<file path="src/tpnme_pkg.sv">
`timescale 1ns / 1ps
// Shared types, codes and Q16.16 saturating helpers for the two-phase node
// momentum exchange block. No dependencies.
package tpnme_pkg;

    typedef logic signed [31:0] q_t;

    // value plus a flag that the step clipped
    typedef struct packed {
        q_t   val;
        logic clip;
    } qres_t;

    localparam q_t Q_MAX = 32'sh7FFF_FFFF;
    localparam q_t Q_MIN = 32'sh8000_0000;

    // phase mode, encoded as {water_active, sand_active}
    localparam logic [1:0] MODE_NONE  = 2'd0;
    localparam logic [1:0] MODE_SAND  = 2'd1;
    localparam logic [1:0] MODE_WATER = 2'd2;
    localparam logic [1:0] MODE_BOTH  = 2'd3;

    // configuration register indexes
    localparam logic [2:0] CFG_TIME_STEP   = 3'd0;
    localparam logic [2:0] CFG_GRAVITY_X   = 3'd1;
    localparam logic [2:0] CFG_GRAVITY_Y   = 3'd2;
    localparam logic [2:0] CFG_COUPLED_G_Y = 3'd3;
    localparam logic [2:0] CFG_DRAG_COEFF  = 3'd4;

    // divider: one quotient bit per stage, plus prep and sign/saturate stages
    localparam int DIV_BITS = 48;
    localparam int DIV_LAT  = DIV_BITS + 2;

    typedef struct packed {
        logic [16:0] time_step;
        q_t          gravity_x;
        q_t          gravity_y;
        q_t          coupled_gravity_y;
        logic [30:0] drag_coeff;
    } tpnme_cfg_t;

    typedef struct packed {
        logic        sand_active;
        logic        water_active;
        logic [30:0] sand_mass;
        logic [30:0] water_mass;
        q_t          sand_vel_x;
        q_t          sand_vel_y;
        q_t          water_vel_x;
        q_t          water_vel_y;
        q_t          sand_force_x;
        q_t          sand_force_y;
        q_t          water_force_x;
        q_t          water_force_y;
    } tpnme_in_t;

    // control and single-phase data that rides alongside the divider
    typedef struct packed {
        logic       valid;
        logic [1:0] mode;
        logic       clip;
        q_t         vx;
        q_t         vy;
    } tpnme_side_t;

    typedef struct packed {
        logic valid;
        q_t   sand_new_vx;
        q_t   sand_new_vy;
        q_t   water_new_vx;
        q_t   water_new_vy;
        logic sand_valid;
        logic water_valid;
        logic cohesion_flag;
        logic saturated;
    } tpnme_res_t;

    function automatic qres_t q_add(q_t a, q_t b);
        logic signed [32:0] s;
        qres_t r;
        s = 33'(a) + 33'(b);
        r.clip = (s[32] != s[31]);
        r.val  = r.clip ? (s[32] ? Q_MIN : Q_MAX) : q_t'(s[31:0]);
        return r;
    endfunction

    function automatic qres_t q_sub(q_t a, q_t b);
        logic signed [32:0] s;
        qres_t r;
        s = 33'(a) - 33'(b);
        r.clip = (s[32] != s[31]);
        r.val  = r.clip ? (s[32] ? Q_MIN : Q_MAX) : q_t'(s[31:0]);
        return r;
    endfunction

    // full product, floor shift by 16, saturate
    function automatic qres_t q_mul(q_t a, q_t b);
        logic signed [63:0] p;
        logic signed [63:0] sh;
        logic ok;
        qres_t r;
        p  = 64'(a) * 64'(b);
        sh = p >>> 16;
        ok = (sh[63:31] == '0) || (sh[63:31] == '1);
        r.clip = !ok;
        r.val  = ok ? q_t'(sh[31:0]) : (sh[63] ? Q_MIN : Q_MAX);
        return r;
    endfunction

endpackage

</file>
<file path="src/tpnme_post.sv">
`timescale 1ns / 1ps
// Back end: finishes the single-phase update v + dt*(g - F/m) in three
// stages and routes coupled quotients to the result word. Uses tpnme_pkg.
module tpnme_post (
    input  logic                   clk,
    input  logic                   rst_n,
    input  logic                   ce,
    input  tpnme_pkg::q_t          quo [4],
    input  logic                   quo_clip [4],
    input  tpnme_pkg::tpnme_side_t side,
    input  tpnme_pkg::tpnme_cfg_t  cfg,
    output tpnme_pkg::tpnme_res_t  res
);
    import tpnme_pkg::*;

    q_t dt_q;
    assign dt_q = q_t'({15'd0, cfg.time_step});

    logic [2:0] vld_reg;
    always_ff @(posedge clk or negedge rst_n)
    begin
        if (!rst_n)
        begin
            vld_reg <= '0;
        end
        else if (ce)
        begin
            vld_reg <= {vld_reg[1:0], side.valid};
        end
    end

    // ---------------- stage 1: g - F/m
    logic  both0, single0;
    qres_t s0_next, s1_next;
    logic  clip1_next;
    assign both0   = (side.mode == MODE_BOTH);
    assign single0 = (side.mode == MODE_SAND) || (side.mode == MODE_WATER);
    assign s0_next = q_sub(cfg.gravity_x, quo[0]);
    assign s1_next = q_sub(cfg.gravity_y, quo[1]);
    assign clip1_next = side.clip
        | (single0 & (quo_clip[0] | quo_clip[1] | s0_next.clip | s1_next.clip))
        | (both0 & (quo_clip[0] | quo_clip[1] | quo_clip[2] | quo_clip[3]));

    logic [1:0] mode_reg [3];
    logic       clip_reg [3];
    q_t         q_reg [2][4];
    q_t         vx_reg [2];
    q_t         vy_reg [2];
    q_t         s0_reg, s1_reg;

    always_ff @(posedge clk)
    begin
        if (ce)
        begin
            mode_reg[0] <= side.mode;
            clip_reg[0] <= clip1_next;
            q_reg[0]    <= quo;
            vx_reg[0]   <= side.vx;
            vy_reg[0]   <= side.vy;
            s0_reg      <= s0_next.val;
            s1_reg      <= s1_next.val;
        end
    end

    // ---------------- stage 2: dt*(g - F/m)
    logic  single1;
    qres_t m0_next, m1_next;
    assign single1 = (mode_reg[0] == MODE_SAND) || (mode_reg[0] == MODE_WATER);
    assign m0_next = q_mul(dt_q, s0_reg);
    assign m1_next = q_mul(dt_q, s1_reg);

    q_t m0_reg, m1_reg;

    always_ff @(posedge clk)
    begin
        if (ce)
        begin
            mode_reg[1] <= mode_reg[0];
            clip_reg[1] <= clip_reg[0] | (single1 & (m0_next.clip | m1_next.clip));
            q_reg[1]    <= q_reg[0];
            vx_reg[1]   <= vx_reg[0];
            vy_reg[1]   <= vy_reg[0];
            m0_reg      <= m0_next.val;
            m1_reg      <= m1_next.val;
        end
    end

    // ---------------- stage 3: v + dt*(...), route to result
    logic  single2;
    qres_t n0_next, n1_next;
    assign single2 = (mode_reg[1] == MODE_SAND) || (mode_reg[1] == MODE_WATER);
    assign n0_next = q_add(vx_reg[1], m0_reg);
    assign n1_next = q_add(vy_reg[1], m1_reg);

    tpnme_res_t res_next;
    always_comb
    begin
        res_next           = '0;
        res_next.saturated = clip_reg[1] | (single2 & (n0_next.clip | n1_next.clip));
        case (mode_reg[1])
            MODE_BOTH:
            begin
                res_next.sand_new_vx   = q_reg[1][0];
                res_next.sand_new_vy   = q_reg[1][1];
                res_next.water_new_vx  = q_reg[1][2];
                res_next.water_new_vy  = q_reg[1][3];
                res_next.sand_valid    = 1'b1;
                res_next.water_valid   = 1'b1;
                res_next.cohesion_flag = 1'b1;
            end
            MODE_SAND:
            begin
                res_next.sand_new_vx = n0_next.val;
                res_next.sand_new_vy = n1_next.val;
                res_next.sand_valid  = 1'b1;
            end
            MODE_WATER:
            begin
                res_next.water_new_vx = n0_next.val;
                res_next.water_new_vy = n1_next.val;
                res_next.water_valid  = 1'b1;
            end
            default:
            begin
                res_next.saturated = 1'b0;
            end
        endcase
    end

    tpnme_res_t res_reg;
    always_ff @(posedge clk)
    begin
        if (ce)
        begin
            res_reg <= res_next;
        end
    end

    always_comb
    begin
        res       = res_reg;
        res.valid = vld_reg[2];
    end

endmodule

</file>
<file path="config.mk">
export PLATFORM = sky130hd
export DESIGN_NAME = tpnme_post
export DESIGN_NICKNAME = d
export VERILOG_FILES = /design/src/tpnme_pkg.sv /design/src/tpnme_post.sv
export SDC_FILE = /design/constraint.sdc
export NUM_CORES = 2
export LEC_CHECK = 0
export ABC_AREA = 1
export BUFFER_PORTS_ARGS = -buffer_cell sky130_fd_sc_hd__buf_4
export CAP_MARGIN = 0
export CELL_PAD_IN_SITES_DETAIL_PLACEMENT = 1
export CELL_PAD_IN_SITES_GLOBAL_PLACEMENT = 1
export CORE_ASPECT_RATIO = 0.75
export CORE_MARGIN = 2
export CORE_UTILIZATION = 45
export CTS_BUF_LIST = sky130_fd_sc_hd__clkbuf_8
export DETAILED_ROUTE_END_ITERATION = 16
export HOLD_SLACK_MARGIN = 0.02
export PLACE_DENSITY = 0.86
export SYNTH_ARGS = -nofsm -noshare
export SYNTH_HDL_FRONTEND = slang
export SYNTH_SLANG_ARGS = --single-unit
export TNS_END_PERCENT = 100
</file>
<file path="constraint.sdc">
create_clock -name clk -period 7.6 [get_ports clk]
set_clock_uncertainty 0.1 [all_clocks]
set_input_delay 0.76 -clock clk [delete_from_list [all_inputs] [get_ports clk]]
set_output_delay 0.76 -clock clk [all_outputs]
set_load 0.02 [all_outputs]
</file>
==> Word-level counts from Yosys, hierarchy flattened <==
Memories as Yosys holds them, arrays and structs flattened.
Cells that the tools add are included.
{ "totals": {"register_bits": 263, "ram_bits": 393, "inputBits": 347, "output_inout_bits": 133, "elab_cells": 84, "mem_count": 5} }
{ "op_classes": {"addsub": 4, "n_mul": 2, "n_eq_ne": 14, "n_mux": 19, "bitwise_logic": 15, "reduce_logical": 12} }
{ "mem_list": {"columns": ["name", "depth", "width", "read_ports", "rd_clocked_by_memory_dff", "write_ports", "line", "rtl"], "rows": [
  ["q_reg", 2, 128, 2, 0, 2, "tpnme_post.sv:46", "q_t q_reg [2][4];"],
  ["vx_reg", 2, 32, 2, 0, 2, "tpnme_post.sv:47", "q_t vx_reg [2];"],
  ["vy_reg", 2, 32, 2, 0, 2, "tpnme_post.sv:48", "q_t vy_reg [2];"],
  ["mode_reg", 3, 2, 2, 0, 2, "tpnme_post.sv:44", "logic [1:0] mode_reg [3];"],
  ["clip_reg", 3, 1, 2, 0, 2, "tpnme_post.sv:45", "logic clip_reg [3];"]
]} }
{ "op_table": {"columns": ["operator", "n"], "rows": [
  ["32-bit 2-to-1 mux", 12],
  ["64-bit one-hot mux with 2 select lines", 2],
  ["18-bit by 32-bit multiplier with 50-bit output", 2],
  ["32-bit by 32-bit adder with 33-bit output", 2],
  ["33-bit equality test (second input constant)", 2],
  ["33-bit zero test", 2],
  ["32-bit by 32-bit subtractor with 33-bit output", 2],
  ["1-bit bitwise OR", 11],
  ["2-bit equality test (second input constant)", 5],
  ["2-bit by 1-bit equality test with 1-bit output (second input constant)", 3],
  ["1-bit logical OR", 5],
  ["1-bit 2-to-1 mux", 5],
  ["1-bit bitwise AND", 4],
  ["1-bit inequality test", 4],
  ["2-bit OR reduction", 2],
  ["3-bit OR reduction", 1],
  ["1-bit zero test", 2]
]} }

==> Depth between registers and ports, before layout <==
{ "depth": {"depth_word": 7, "depth_mapped": 32, "mapped_depth_nobuf": 30} }

==> Worst setup path after synthesis <==
Ideal clock, no wire load.
{ "synth_path": {"kind": "input -> register", "from": "input cfg[131] (netlist name)", "to": "register m0_reg[24] (data pin)", "setup_time_ns": 0.256, "t_arrival_ns": 6.337, "required_ns": 7.244, "path_slack_ns": 0.907, "stages": 27, "path_buffers": 3, "cell_sequence": "clkbuf_1 buf_1 nand2_1 fa_1 fa_1 inv_1 fa_1 fa_1 fa_1 inv_1 fa_1 inv_1 ha_1 nand2_2 nor2_4 inv_2 nor2_1 nand2_1 nor3_2 nand2_1 nand3b_2 nand2_2 nand2_4 nand2_8 buf_12 nand2_2 nand2_1"} }
{ "synth_rtl": {"columns": ["element", "line", "rtl"], "rows": [
  ["from (decl)", "tpnme_post.sv:11", "input tpnme_pkg::tpnme_cfg_t cfg,"],
  ["to (signal assigned)", "tpnme_post.sv:83", "m0_reg <= m0_next.val;"],
  ["to (decl)", "tpnme_post.sv:72", "q_t m0_reg, m1_reg;"]
]} }

==> impl_results.md <==
* Detailed-placement wirelength estimate at 200,000 µm
* IO buf count at 416
* Slew headroom at 21.2%
* GRT Util Overall at 31.2%
* Max FFs per register at 256
* Layout Cells excl Fill at 10,900
* CTS HTree Levels at 3
* First-pass GRT wire length at 386,000 µm
* HP Class: in -> reg
* CTS max path bufs at 3
* Synth unique cells at 58
* Cell family with most CP delay: adder cells
* WL/cell at 23.3 µm
* Via/cell ratio at 5.36
* RSZ-0062 raised after global routing: no
* Crit start category: flop
* Overall via count from detail_route at 58,700
* Clock Latency Late Sink at 820 ps
* Max Freq at 137 MHz
* Final WS setup at 321 ps
* Die height at 350 µm
* Final period util at 95.8%
* Starting Density at 45.5%
* Worst-path clk slew at 70 ps
* Synth Area per Inst at 8.58 µm²
* Clock root buffer: clkbuf_8
* Post-synth net total at 10,100
* Share of cells above drive strength 1 at 9.20%
* Status: complete, no violations
* WP buf/inv at 5
* Final WL at 255,000 µm
* Design Area, Final at 79,800 µm²
* Maxcap violations at 0
* Initial DRT Pass Iterations at 6
* Top_reg_cell synth: edfxtp_1
* Post-Place Cells at 10,700
* YS warnings at 0
* Setup violations, final at 0
* GPL Wtd Cong at 0.947
* I/O pin count at 480
* Crit path kind: reg -> reg
* CTS tree: yes
* Cell Area, Placed at 77,100 µm²
* Critical path's most frequent cell: nand2_1
* WP data arrival at 7670 ps
* Fillers at 18,800
* Worst path max stage delay at 1120 ps
* Crit path time final at 7280 ps
* Post-Synthesis Cell Area at 71,700 µm²
* Final Util at 50.6%
* Syn Inst Count at 8,362
* Core Box Area at 158,000 µm²
* Sequential area share after synthesis at 27.3%
* Reg-to-reg slack, setup at 320 ps
* Pre-CTS WS at -71.4 ps
* Critical-path top delay cell: edfxtp_1
* Cts hold-fix bufs at 83
* DRC viols at 0
* Die area at 163,000 µm²
* Final Hold Violating Endpoints at 0
* Num CTS Buffers at 96
* Setup Fix Bufs, Post-CTS at 0
* Critical Path End Type: flop
* Core Rows at 126
* Pin count of the biggest net entering global routing at 190
* Post-synth EDFFs at 650
* Worst-margin pin slew at 1180 ps
* Die X at 465 µm
* GRT overflow at 0
* Post-cts gate resize count at 0
* P&R area growth vs syn at 11.3%
* Worst Path Max Fanout at 28
* Clock Sinks at 653
* Async SR Flop Fraction at 0.459%
* ANT nets after route at 0
* Initial antenna violation count at 23
* Seq cells post-synth at 653
* Max-slew violations at 0
* Vias in the first global route at 65,900
* Nets at 10,500
* Worst Path Required at 7990 ps
* DR iter-0 viols at 4,919
per-stage QoR:
step	hold slack [ps]	setup TNS [ps]
3_5_place_dp	305	-334
3_3_place_gp	300	0
4_1_cts	20.1	0
5_1_grt	13.4	0
6_report	52.4	0
2_1_floorplan	300	0
path summary, 6_finish.rpt:
| kind | start | cells after the start | endpoint |
|---|---|---|---|
| max | s1_reg[19] | 25 | m1_reg[0] |
| min | quo[12] | 1 | q_reg[0][12] |
| max reg2reg | s1_reg[19] | 25 | m1_reg[0] |
| min reg2reg | q_reg[0][84] | 0 | q_reg[0][212] |
| max in group asynchronous | rst_n | 2 | vld_reg[2] |
| min in group asynchronous | rst_n | 2 | vld_reg[1] |
worst register-to-register path: cells and delay by family, from the launching register on:
kind                     cells  cell delay [ps]
AND/OR/NAND/NOR             12             1400
adder cells (fa/ha/maj)      7             3600
AO/OA/AOI/OAI                1              150
flip-flops                   1             1120
buffers and inverters        5              560
synth_stat cells (5+ instances only):
master / instances / area (µm²)
clkbuf_1: 237 / 890
nand3_1: 284 / 1420
nand2_4: 8 / 90.1
nor4_1: 8 / 50.1
buf_6: 13 / 146
nand3_2: 16 / 160
nor2_4: 6 / 67.6
inv_1: 2221 / 8340
o211ai_1: 5 / 37.5
nand2_1: 2284 / 8570
xor2_1: 81 / 709
or2_2: 11 / 68.8
o21ai_0: 122 / 611
buf_2: 23 / 115
edfxtp_1: 650 / 19500
o21ai_2: 28 / 245
o21bai_1: 36 / 270
o21ai_1: 27 / 135
nor2_1: 274 / 1030
nand4_1: 24 / 150
a21boi_0: 13 / 97.6
ha_1: 365 / 4570
buf_1: 28 / 105
o21a_1: 6 / 45.0
a31oi_1: 18 / 113
nor3_1: 42 / 210
buf_4: 10 / 75.1
inv_2: 25 / 93.8
fa_1: 1042 / 20900
a21o_1: 25 / 188
nand3b_1: 11 / 82.6
nor2_2: 26 / 163
a21oi_1: 240 / 1200
xnor2_1: 61 / 534
nand2_2: 50 / 313
final cells by class:
class                      instances  area [µm²]  area share [%]
inverter                        2246        8430            10.6
antenna                           21        52.6          0.0658
timing repair buffer             598        4970            6.23
clock buffer                      97        1340            1.67
multi-input combinational       5149       42300            53.0
sequential                       653       19600            24.5
clock inverter                    73         477           0.597
tap                             2112        2640            3.31
per-layer routing:
| metal | share of wire, % | track usage [%] | up-vias |
|---|---|---|---|
| met2 | 50 | 53.9 | 2515 |
| met1 | 39 | 38.7 | 29900 |
| met3 | 6.8 | 4.76 | 720 |
| met4 | 5.0 | 13.8 | 2 |
| met5 | 0.0051 | 0 | - |
| li1 | - | - | 25500 |
cells by family after synthesis:
| family | count (synthesis) | share of synthesized area (%) |
|---|---|---|
| multiplexers | 1 | 0.0157 |
| adder cells (fa/ha/maj) | 1407 | 35.4 |
| AO/OA/AOI/OAI | 543 | 4.39 |
| XOR/XNOR | 142 | 1.73 |
| AND/OR/NAND/NOR | 3056 | 17.4 |
| flip-flops | 653 | 27.3 |
| buffers and inverters | 2560 | 13.7 |
layout by cell type, fill, tap and decap left out, types with 8 or more instances in the layout:
cell,synthesis,routed
buf_12,2,20
xnor2_1,61,61
nor4_1,8,8
nand2_1,2284,2284
dlygate4sd3_1,0,90
nand2_4,8,8
nand2_2,50,50
inv_2,25,25
diode_2,0,21
nand3b_1,11,11
a21oi_1,240,240
fa_1,1042,1042
xor2_1,81,81
buf_4,10,487
clkbuf_8,0,97
edfxtp_1,650,650
nor3_1,42,42
nand4_1,24,24
a21o_1,25,25
o21ai_0,122,122
ha_1,365,362
nand3_2,16,16
nor2_1,274,274
o21ai_1,27,27
nor2_2,26,26
o21ai_2,28,28
a31oi_1,18,18
nand3_1,284,284
clkinv_1,0,25
or2_2,11,11
o21bai_1,36,36
inv_1,2221,2249
a21boi_0,13,13
Power is not shown: default switching activity piles up to over one toggle a cycle in this logic, so the estimate is an artifact.
